## src/hdl/lstk_pkg.sv

```systemverilog
// ---------------------------------------------------------------------------
// lstk_pkg: shared types and constants of the lifo stack with search
// operation codes, status codes, result record and parameter defaults
// ---------------------------------------------------------------------------
package lstk_pkg;

  localparam int unsigned DEPTH_DEF      = 256;
  localparam int unsigned WORD_WIDTH_DEF = 32;

  // one byte of the poison pattern, repeated over the word
  localparam logic [7:0]  POISON_BYTE    = 8'h75;
  localparam logic [63:0] POISON_64      = {8{POISON_BYTE}};

  localparam int unsigned ACTION_W = 3;
  localparam int unsigned DATA_W   = 32;
  localparam int unsigned POS_W    = 8;
  localparam int unsigned OCC_W    = 9;

  typedef enum logic [ACTION_W-1:0] {
    OP_PUSH        = 3'd0,
    OP_POP         = 3'd1,
    OP_PEEK_TOP    = 3'd2,
    OP_PEEK_BOTTOM = 3'd3,
    OP_FIND        = 3'd4
  } op_t;

  typedef enum logic [1:0] {
    ST_OK    = 2'd0,
    ST_EMPTY = 2'd1,
    ST_FULL  = 2'd2
  } status_t;

  typedef enum logic [1:0] {
    S_IDLE,
    S_READ,
    S_FIND,
    S_HOLD
  } state_t;

  typedef struct packed {
    status_t            status;
    logic [DATA_W-1:0]  data;
    logic               found;
    logic [POS_W-1:0]   position;
    logic [OCC_W-1:0]   occupancy;
  } res_t;

endpackage

```

## src/hdl/lstk_oreg.sv

```systemverilog
// ---------------------------------------------------------------------------
// lstk_oreg: result output register
// holds one result beat and packs it onto the output stream
// ---------------------------------------------------------------------------
module lstk_oreg (
  input  logic           clk,
  input  logic           rst_n,
  input  logic           res_valid,
  output logic           res_ready,
  input  lstk_pkg::res_t res,
  output logic           out_tvalid,
  input  logic           out_tready,
  output logic [55:0]    out_tdata,
  output logic [2:0]     out_tuser
);

  logic           out_valid_r, out_valid_nxt;
  lstk_pkg::res_t out_res_r, out_res_nxt;

  assign res_ready = !out_valid_r || out_tready;

  always_comb begin
    out_valid_nxt = out_valid_r;
    out_res_nxt   = out_res_r;
    if (res_valid && res_ready) begin
      out_valid_nxt = 1'b1;
      out_res_nxt   = res;
    end else if (out_tready) begin
      out_valid_nxt = 1'b0;
    end
  end

  always_ff @(posedge clk) begin
    if (!rst_n) begin
      out_valid_r <= 1'b0;
    end else begin
      out_valid_r <= out_valid_nxt;
    end
  end

  always_ff @(posedge clk) begin
    out_res_r <= out_res_nxt;
  end

  assign out_tvalid = out_valid_r;
  assign out_tdata  = {7'd0, out_res_r.occupancy, out_res_r.position, out_res_r.data};
  assign out_tuser  = {out_res_r.found, out_res_r.status};

endmodule

```

## config.mk

```make
export PLATFORM = sky130hd
export DESIGN_NAME = lstk_oreg
export DESIGN_NICKNAME = d
export VERILOG_FILES = /design/src/hdl/lstk_pkg.sv /design/src/hdl/lstk_oreg.sv
export SDC_FILE = /design/constraint.sdc
export NUM_CORES = 1
export LEC_CHECK = 0
export BUFFER_PORTS_ARGS = -buffer_cell sky130_fd_sc_hd__buf_2
export CAP_MARGIN = 20
export CORE_MARGIN = 10
export CORE_UTILIZATION = 35
export CTS_CLUSTER_SIZE = 25
export DETAILED_ROUTE_END_ITERATION = 10
export PLACE_DENSITY = 0.81
export SLEW_MARGIN = 10
export SYNTH_ARGS = -nofsm -noshare
export SYNTH_HDL_FRONTEND = slang
export SYNTH_SLANG_ARGS = --single-unit
export TNS_END_PERCENT = 5
```

## constraint.sdc

```tcl
create_clock -name clk -period 1.6 [get_ports clk]
set_input_delay 0.32 -clock clk [delete_from_list [all_inputs] [get_ports clk]]
set_output_delay 0.32 -clock clk [all_outputs]
set_load 0.1 [all_outputs]
```

==> metrics.md <==
| Metric | Value |
|---|---|
| Port buffer count | `between 100 and 150` |
| Reg2reg path depth | `3` |
| Die height | `slightly below 90 um` |
| Static Leak | `~0.0010 uW` |
| Startpoint types | `register` |
| Syn Inst Count | `65` |
| Psw | `~1100 uW` |
| Critical path capture point type | `output pin` |
| Total Wirelength | `4050 um` |
| Unrepaired setup endpoints after global routing | `false` |
| Clk pwr share | `0.215` |
| CP cell instances | `nand2b_4 -> buf_2` |
| Fraction of layout cells with a size suffix above 1 | `0.659` |
| Largest net degree at the start of global routing | `35` |
| Post-CTS Setup Bufs | `0` |
| Clk buf depth | `2` |
| Layout Nets | `roughly 240` |
| Outcome | `complete, no violations` |
| GPL Wtd Cong | `roughly 0.64` |
| Final Hold Slack | `around 190 ps` |
| Synth warn | `0` |
| Slowest CP cell | `buf_2` |
| Mapped Area | `~1700 um2` |
| H-tree Lvls | `2` |
| # rows | `25` |
| PwrDens | `about 1300 nW/um2` |
| Maxcap violations | `0` |
| Commonest non-fill, non-tap cell in the layout | `buf_2` |
| Count of final setup violators | `0` |
| Fmax | `683 MHz` |
| Final Hold Vio Count | `0` |
| Post-CTS Resized | `0` |
| Via count | `roughly 1,000` |
| Initial antenna violation count | `3` |
| Vias in the first global route | `around 1,100` |
| Crit path max fanout | `3` |
| Synth Area per Inst | `25.8 um2` |
| Final Non-Filler Cells | `~240` |
| Hold_buf cts | `0` |
| Sequential share of the synthesized area | `0.944` |
| Die ar. | `between 7000 and 8000 um2` |
| Die span in x | `between 80 and 90 um` |
| Pins Over Slew Limit | `0` |
| Synthesis-to-layout area growth | `42.4%` |
| Reg area | `1590 um2` |
| Global-route wire length before repair | `5820 um` |
| DR iter-0 viols | `36` |
| Switching share of power | `0.358` |
| Sequential Power Share | `0.518` |
| Grt ovf | `0` |
| Max incr delay on CP | `between 400 and 500 ps` |
| Fin crit share | `0.915` |
| Comb pwr share | `0.267` |
| Critical Path AT | `approximately 1100 ps` |
| Antenna viol nets, final | `0` |
| Clock Skew | `4.13 ps` |
| Pint | `around 2000 uW` |
| Core ar. | `between 4000 and 5000 um2` |
| Distinct cells, synth | `8` |
| Number of synthesized register bits | `between 50 and 60` |
| Commonest non-fill, non-tap cells in the layout | `buf_2, edfxtp_1, conb_1` |
| Kind of critical path | `register to output pin` |
| WL per Instance | `approximately 17 um` |
| Placed insts | `about 230` |
| Clk sinks | `53` |
| Area occupied by multi-input gates | `60.1 um2` |
| DRC Markers | `0` |
| Clock Pin Slew Worst Setup and Hold Paths | `~90 ps` |
| Initial Utilization | `0.357` |
| Num CTS Buffers | `5` |
| First drt pass iteration count | `2` |
| Min cycle time layout | `roughly 1500 ps` |
| Power after layout | `about 3200 uW` |
| IO Pins | `~120` |
| DR vias/cell | `4.19` |
| Hold crit path type | `input pin to register` |
| Total track usage | `0.100` |
| Worst hold path depth | `1` |
| Clk root buf | `clkbuf_8` |
| TritonCTS clock tree | `done` |
| Clock Latency Late Sink | `290 ps` |
| Peak supply drop | `0.619 mV` |
| Fillers | `approximately 400` |
| Worst EP required | `1280 ps` |
==> sequential cells by signal, summed over array words and instances (netlist names) <==
register,flops
out_tdata,49
out_tuser,3
out_tvalid,1
==> routing by layer <==
metal  wire, um  vias to the layer above  global-route usage  share of wire
li1           -                      470                   -              -
met1       1370                      457              0.0955           0.34
met2       1990                       69               0.164           0.49
met3        646                        5              0.0720           0.16
met4         41                        0              0.0390          0.010
met5          0                        -                   0              0
==> cell usage after synthesis (all sizes together) <==
master	number	area (um2)
inv	1	3.75
edfxtp	52	1560
conb	1	3.75
dfxtp	1	20.0
a21boi	1	11.3
buf	7	52.6
and2	1	8.76
nand2b	1	13.8
==> power groups by stage <==
| stage | combinational [uW] | sequential [uW] | clock [uW] |
|---|---|---|---|
| 2_1_floorplan | 124 | 2240 | 0 |
| 3_3_place_gp | 843 | 1670 | 0 |
| 3_5_place_dp | 849 | 1670 | 0 |
| 4_1_cts | 849 | 1640 | 714 |
| 5_1_grt | 866 | 1640 | 761 |
| 6_report | 842 | 1640 | 679 |
==> path summary, 6_finish.rpt <==
kind,startpoint,endpoint,slack (ps)
hold / removal,res[46],out_tdata[28],190
setup / recovery,out_tvalid,res_ready,140
hold reg to reg,out_tvalid,out_tvalid,500
setup reg to reg,out_tvalid,out_tdata[19],490
==> cells by family after synthesis <==
| family | synth area share |
|---|---|
| compound gates | 0.00672 |
| buf+inv | 0.0336 |
| flops | 0.944 |
| other cells | 0.00224 |
| simple gates | 0.0134 |
==> cell type report <==
cell class	count	share of cell area
Multi-Input combinational cell	10	0.0252
Clock buffer	6	0.0304
Antenna cell	3	0.00315
Tap cell	54	0.0283
Clock inverter	1	0.00157
Sequential cell	53	0.664
Timing Repair Buffer	111	0.245
Inverter	1	0.00157
==> stage by stage <==
stage | instance area, um2 | util | worst slack [ps] | TNS (ps)
after floorplan | 1700 | - | -66.0 | -3430
after global placement | 2300 | 0.491 | 346 | 0
after detailed placement | 2300 | 0.491 | 333 | 0
after CTS | 2380 | 0.507 | 116 | 0
after global routing | 2380 | 0.507 | 89.6 | 0
final | 2390 | 0.509 | 136 | 0
==> critical path, delay by kind of cell, from the launching register on <==
| family | cells | cell delay [ps] |
|---|---|---|
| buffers and inverters | 1 | 420 |
| and+or+nand+nor | 1 | 70 |
| DFF | 1 | 360 |
Note: power is estimated with default switching activity, not from simulation.
