`src/hdl/lstk_pkg.sv`:
```
// ---------------------------------------------------------------------------
// lstk_pkg: shared types and constants of the lifo stack with search
// operation codes, status codes, result record and parameter defaults
// ---------------------------------------------------------------------------
package lstk_pkg;

  localparam int unsigned DEPTH_DEF      = 256;
  localparam int unsigned WORD_WIDTH_DEF = 32;

  // one byte of the poison pattern, repeated over the word
  localparam logic [7:0]  POISON_BYTE    = 8'h75;
  localparam logic [63:0] POISON_64      = {8{POISON_BYTE}};

  localparam int unsigned ACTION_W = 3;
  localparam int unsigned DATA_W   = 32;
  localparam int unsigned POS_W    = 8;
  localparam int unsigned OCC_W    = 9;

  typedef enum logic [ACTION_W-1:0] {
    OP_PUSH        = 3'd0,
    OP_POP         = 3'd1,
    OP_PEEK_TOP    = 3'd2,
    OP_PEEK_BOTTOM = 3'd3,
    OP_FIND        = 3'd4
  } op_t;

  typedef enum logic [1:0] {
    ST_OK    = 2'd0,
    ST_EMPTY = 2'd1,
    ST_FULL  = 2'd2
  } status_t;

  typedef enum logic [1:0] {
    S_IDLE,
    S_READ,
    S_FIND,
    S_HOLD
  } state_t;

  typedef struct packed {
    status_t            status;
    logic [DATA_W-1:0]  data;
    logic               found;
    logic [POS_W-1:0]   position;
    logic [OCC_W-1:0]   occupancy;
  } res_t;

endpackage

```
`src/hdl/lstk_ctrl.sv`:
```
// ---------------------------------------------------------------------------
// lstk_ctrl: stack sequencer
// decodes operations, keeps the fill count, drives the entry store and
// walks it from top to bottom for a find
// ---------------------------------------------------------------------------
module lstk_ctrl #(
  parameter int unsigned DEPTH      = lstk_pkg::DEPTH_DEF,
  parameter int unsigned WORD_WIDTH = lstk_pkg::WORD_WIDTH_DEF,
  localparam int unsigned AW        = $clog2(DEPTH),
  localparam int unsigned CW        = $clog2(DEPTH + 1)
) (
  input  logic                              clk,
  input  logic                              rst_n,
  input  logic                              in_valid,
  output logic                              in_ready,
  input  logic [lstk_pkg::ACTION_W-1:0]     in_action,
  input  logic [lstk_pkg::DATA_W-1:0]       in_value,
  output logic                              mem_we,
  output logic [AW-1:0]                     mem_waddr,
  output logic [WORD_WIDTH-1:0]             mem_wdata,
  output logic [AW-1:0]                     mem_raddr,
  input  logic [WORD_WIDTH-1:0]             mem_rdata,
  output logic                              res_valid,
  input  logic                              res_ready,
  output lstk_pkg::res_t                    res
);

  localparam logic [WORD_WIDTH-1:0] POISON_W = WORD_WIDTH'(lstk_pkg::POISON_64);
  localparam logic [CW-1:0]         FULL_CNT = CW'(DEPTH);

  lstk_pkg::state_t state_r, state_nxt;
  logic [CW-1:0]         fill_r, fill_nxt;
  logic [AW-1:0]         addr_r, addr_nxt;
  logic [WORD_WIDTH-1:0] key_r, key_nxt;
  lstk_pkg::res_t        res_r, res_nxt;

  lstk_pkg::op_t         op;
  logic [WORD_WIDTH-1:0] word;
  logic [CW-1:0]         fill_dec;
  logic [AW-1:0]         top_addr;
  logic                  done;
  lstk_pkg::res_t        fin;

  assign op       = lstk_pkg::op_t'(in_action);
  assign word     = WORD_WIDTH'(in_value);
  assign fill_dec = fill_r - 1'b1;
  assign top_addr = fill_dec[AW-1:0];

  always_ff @(posedge clk) begin
    if (!rst_n) begin
      state_r <= lstk_pkg::S_IDLE;
      fill_r  <= '0;
    end else begin
      state_r <= state_nxt;
      fill_r  <= fill_nxt;
    end
  end

  always_ff @(posedge clk) begin
    addr_r <= addr_nxt;
    key_r  <= key_nxt;
    res_r  <= res_nxt;
  end

  always_comb begin
    state_nxt     = state_r;
    fill_nxt      = fill_r;
    addr_nxt      = addr_r;
    key_nxt       = key_r;
    res_nxt       = res_r;
    in_ready      = 1'b0;
    res_valid     = 1'b0;
    res           = res_r;
    mem_we        = 1'b0;
    mem_waddr     = fill_r[AW-1:0];
    mem_wdata     = word;
    mem_raddr     = top_addr;
    done          = 1'b0;
    fin.status    = lstk_pkg::ST_OK;
    fin.data      = lstk_pkg::DATA_W'(POISON_W);
    fin.found     = 1'b0;
    fin.position  = '0;
    fin.occupancy = lstk_pkg::OCC_W'(fill_r);

    case (state_r)
      lstk_pkg::S_IDLE: begin
        in_ready = 1'b1;
        if (in_valid) begin
          key_nxt = word;
          case (op)
            lstk_pkg::OP_PUSH: begin
              done = 1'b1;
              if (fill_r == FULL_CNT) begin
                fin.status = lstk_pkg::ST_FULL;
              end else begin
                mem_we        = 1'b1;
                fill_nxt      = fill_r + 1'b1;
                fin.occupancy = lstk_pkg::OCC_W'(fill_r + 1'b1);
              end
            end
            lstk_pkg::OP_POP, lstk_pkg::OP_PEEK_TOP,
            lstk_pkg::OP_PEEK_BOTTOM, lstk_pkg::OP_FIND: begin
              if (fill_r == '0) begin
                done       = 1'b1;
                fin.status = lstk_pkg::ST_EMPTY;
              end else begin
                if (op == lstk_pkg::OP_PEEK_BOTTOM) begin
                  mem_raddr = '0;
                end
                if (op == lstk_pkg::OP_POP) begin
                  fill_nxt = fill_dec;
                end
                if (op == lstk_pkg::OP_FIND) begin
                  addr_nxt  = top_addr;
                  state_nxt = lstk_pkg::S_FIND;
                end else begin
                  state_nxt = lstk_pkg::S_READ;
                end
              end
            end
            default: begin
              done = 1'b1;
            end
          endcase
        end
      end
      lstk_pkg::S_READ: begin
        done     = 1'b1;
        fin.data = lstk_pkg::DATA_W'(mem_rdata);
      end
      lstk_pkg::S_FIND: begin
        mem_raddr = addr_r - 1'b1;
        if (mem_rdata == key_r) begin
          done         = 1'b1;
          fin.found    = 1'b1;
          fin.position = lstk_pkg::POS_W'(addr_r);
        end else if (addr_r == '0) begin
          done = 1'b1;
        end else begin
          addr_nxt = addr_r - 1'b1;
        end
      end
      lstk_pkg::S_HOLD: begin
        res_valid = 1'b1;
        if (res_ready) begin
          state_nxt = lstk_pkg::S_IDLE;
        end
      end
      default: begin
        state_nxt = lstk_pkg::S_IDLE;
      end
    endcase

    // finished result goes straight out, or parks until the output frees
    if (done) begin
      res_valid = 1'b1;
      res       = fin;
      if (res_ready) begin
        state_nxt = lstk_pkg::S_IDLE;
      end else begin
        res_nxt   = fin;
        state_nxt = lstk_pkg::S_HOLD;
      end
    end
  end

  // fill count never passes the depth
  a_fill_bound: assert property (@(posedge clk) disable iff (!rst_n)
    fill_r <= FULL_CNT)
    else $error("fill count above depth");

  // an accepted push on a non-full stack grows it by one
  a_push_grow: assert property (@(posedge clk) disable iff (!rst_n)
    (in_valid && in_ready && op == lstk_pkg::OP_PUSH && fill_r != FULL_CNT)
    |=> fill_r == $past(fill_r) + 1'b1)
    else $error("push did not grow the stack");

  // the find pointer stays inside the occupied entries
  a_find_range: assert property (@(posedge clk) disable iff (!rst_n)
    state_r == lstk_pkg::S_FIND |-> addr_r < fill_r)
    else $error("find pointer outside stack");

  // a parked result holds until the output side takes it
  a_hold_stable: assert property (@(posedge clk) disable iff (!rst_n)
    (state_r == lstk_pkg::S_HOLD && !res_ready)
    |=> state_r == lstk_pkg::S_HOLD && $stable(res_r))
    else $error("parked result changed");

endmodule

```
`config.mk`:
```
export PLATFORM = sky130hd
export DESIGN_NAME = lstk_ctrl
export DESIGN_NICKNAME = d
export VERILOG_FILES = /design/src/hdl/lstk_pkg.sv /design/src/hdl/lstk_ctrl.sv
export SDC_FILE = /design/constraint.sdc
export NUM_CORES = 1
export LEC_CHECK = 0
export ABC_AREA = 1
export BUFFER_PORTS_ARGS = -buffer_cell sky130_fd_sc_hd__buf_2
export CAP_MARGIN = 20
export CORE_MARGIN = 2
export CORE_UTILIZATION = 56
export CTS_CLUSTER_SIZE = 25
export DETAILED_ROUTE_END_ITERATION = 8
export MAX_ROUTING_LAYER = met4
export PLACE_DENSITY = 0.87
export SYNTH_ARGS = -nofsm -noshare
export SYNTH_HDL_FRONTEND = slang
export SYNTH_SLANG_ARGS = --single-unit
```
`constraint.sdc`:
```
create_clock -name clk -period 5.59 [get_ports clk]
set_clock_uncertainty 0.15 [all_clocks]
set_input_delay 1.118 -clock clk [delete_from_list [all_inputs] [get_ports clk]]
set_output_delay 1.118 -clock clk [all_outputs]
set_load 0.03 [all_outputs]
```
==> flow_metrics.tcl <==
set metrics [dict create \
    status "finished, final reports clean" \
    clk_latency_ns 0.37 \
    die_height_um 106.1 \
    overflow 0 \
    grt_pass1_vias 4516 \
    synth_edf_count 92 \
    dieArea_mm2 0.01125 \
    clkPwrFrac 0.142 \
    syn2layout_area_growth_pct 14.93 \
    cp.required_ns 4.32 \
    cts_tree "built" \
    crit_fanout 18 \
    synth_largest_area_cell "edfxtp_1" \
    placed_cell_area_mm2 0.006497 \
    initial_core_util 0.5701 \
    final_area_mm2 0.006704 \
    gp_congestion 0.9394 \
    tightest_slew_ns 0.9259 \
    post-route-drc-count 0 \
    cts_setup_buffers 0 \
    grt_use_total 0.2563 \
    dr.pass1.iters 4 \
    cts_buffers 9 \
    rsz0062_at_grt "no" \
    syn_area_mm2 0.005833 \
    synthDominantCellAreaShare 0.4736 \
    cts_hold_buf 0 \
    grt_max_degree 34 \
    core_mm2 0.01023 \
    power.internal_mw 1.626 \
    slew_headroom 0.3776 \
    clock-sinks 103 \
    p_sw_frac 0.4830 \
    cts.path.max_buffers 2 \
    fillers 908 \
    cap_violations 0 \
    fin_crit_sh 0.8244 \
    leakage_nw 3.076 \
    synth_seq_area_share 0.5114 \
    synthFlopType "edfxtp_1" \
    max_freq_mhz 217.0 \
    slowest_stage "nor2_4" \
    grt_pass1_wl_um 21860 \
    yosys_warnings 0 \
    setup_viol 0 \
    antenna_found_initial 0 \
    port_buffers 173 \
    register_area_mm2 0.002983 \
    crit_path_frequent_cell "nand2_1" \
    fp-row-count 37 \
    post_synth_num_cell_types 38 \
    yosys-top-cells-area "edfxtp_1 (47%), nand2_1 (9.3%), nor2_1 (8.4%)" \
    drive_gt1_frac 0.2738 \
    fp.dieW_um 106.1 \
    p_switching_mw 1.519 \
    power_frac_comb 0.503 \
    hold_viol 0 \
    pre_cts_ws_ns 1.006 \
    cts_root_buf "clkbuf_8" \
    ir_worst_vdd_v 0.0003119 \
    r2r_slack_ns 2.54 \
    ctsResizeCount 0 \
    viasPerCell 5.068 \
    crit_arrival_ns 3.34 \
    totalWireLength_um 13980 \
    seqPwrFrac 0.355 \
    crit_chain "buf_2 > inv_1 > nor2_4 > nand2_1 > nor2_2 > nand2_2 > o21ai_0 > o21ai_0 > nand2_1 > nand2_1 > buf_2" \
    path_class "in2out" \
    drv_slew 0 \
    setup_slack_ns 0.9818 \
    drt-initial-drc-count 245 \
    io-pin-count 174 \
    synthCells 690 \
    diodes 0 \
    multi_input_area_mm2 0.002066 \
    finalSetupTns_ns 0 \
    avgSynthCellArea_um2 8.454 \
    post_drt_wl_per_cell_um 14.48 \
    fin_nets 899 \
    hpwlAfterDp_um 10370 \
    num_vias 4891 \
    antenna_left 0 \
    p_per_area_mw_per_mm2 469.0 \
    hold_path_class "reg2reg" \
    ys_seq_elements 103 \
    synth_nets 765 \
    path_clk_slew_ns 0.10 \
    period_minus_slack_ns 4.608 \
    htree_levels 3 \
    cp_slowest_stage_delay_ns 0.48 \
    end_kind "output pin" \
    ys_async_sr_fraction 0 \
    start_kind "input pin" \
]
[critical path: cells and delay by family]
| family | cells | cell delay, ns |
|---|---|---|
| AND/OR/NAND/NOR | 6 | 1.47 |
| buffers and inverters | 3 | 0.38 |
| AO/OA/AOI/OAI | 2 | 0.38 |
[flip-flops by register name (all words and copies together) (netlist names)]
register	flops
state_r	2
key_r	32
fill_r	9
res_r	52
addr_r	8
[final timing paths]
kind,to,from,depth (start not counted)
max,res[4],in_valid,11
min,fill_r[8],fill_r[8],2
max reg2reg,res_r[23],fill_r[0],11
min reg2reg,fill_r[8],fill_r[8],2
[cells by family after synthesis]
group,synth area share
AND/OR/NAND/NOR,0.2299
adder cells (fa/ha/maj),0.008580
multiplexers,0.001716
AO/OA/AOI/OAI,0.07980
buffers and inverters,0.1356
XOR/XNOR,0.03303
flip-flops,0.5114
[per-stage QoR]
stage,cells,total power [mW],util,hold WS [ns]
finish,965,3.144,0.6553,0.3867
global route,965,3.325,0.6553,0.4098
CTS,964,3.139,0.6526,0.3767
detailed placement,948,2.697,0.6351,0.3618
global placement,948,2.671,0.6351,0.3498
floorplan,690,2.296,-,0.3168
[power groups by stage]
| stage | clock network (mW) | logic, mW | registers, mW |
|---|---|---|---|
| after detailed placement | 0 | 1.56 | 1.13 |
| after global placement | 0 | 1.54 | 1.13 |
| final | 0.447 | 1.58 | 1.12 |
| after CTS | 0.453 | 1.57 | 1.12 |
| after floorplan | 0 | 1.18 | 1.11 |
| after global routing | 0.485 | 1.71 | 1.13 |
[final cells by class]
class / count / area share
inverters: 98 / 0.05599
multi-input cells: 433 / 0.3081
flip-flops and latches: 103 / 0.4449
repair buffers: 179 / 0.1389
well taps: 136 / 0.02538
clock inverters: 7 / 0.008212
clock buffers: 9 / 0.01848
[cells in the mapped netlist (4+ instances only)]
library cell / count
nand2_1: 145
nor2_1: 130
edfxtp_1: 92
inv_1: 88
o21ai_0: 44
buf_4: 40
o21ai_1: 20
nand3_1: 15
a21oi_1: 14
xor2_1: 14
dfxtp_1: 11
xnor2_1: 8
buf_6: 7
clkbuf_1: 7
inv_2: 6
nand4_1: 5
nor2_4: 5
ha_1: 4
[cell usage in the layout, fill, tap and decap left out, types with 3 or more instances in the layout]
| master | synthesis | final |
|---|---|---|
| o21ai_0 | 44 | 44 |
| xor2_1 | 14 | 14 |
| buf_2 | 2 | 173 |
| o21ai_1 | 20 | 20 |
| dfxtp_1 | 11 | 11 |
| nor3_1 | 3 | 3 |
| or2_2 | 3 | 3 |
| a21oi_1 | 14 | 14 |
| ha_1 | 4 | 4 |
| nand3_1 | 15 | 15 |
| nor2_2 | 3 | 3 |
| clkbuf_8 | 0 | 9 |
| nor2_4 | 5 | 5 |
| edfxtp_1 | 92 | 92 |
| inv_2 | 6 | 7 |
| xnor2_1 | 8 | 8 |
| inv_1 | 88 | 87 |
| nand4_1 | 5 | 5 |
| buf_4 | 40 | 5 |
| nor2_1 | 130 | 130 |
| nand2_1 | 145 | 145 |
[layer usage]
layer  track usage  wire (um)
met1        0.3225       5843
met2        0.4382       6997
met3       0.03740        932
met4       0.06673        204
met5             -          0
Note: power is estimated with default switching activity, not from simulation.
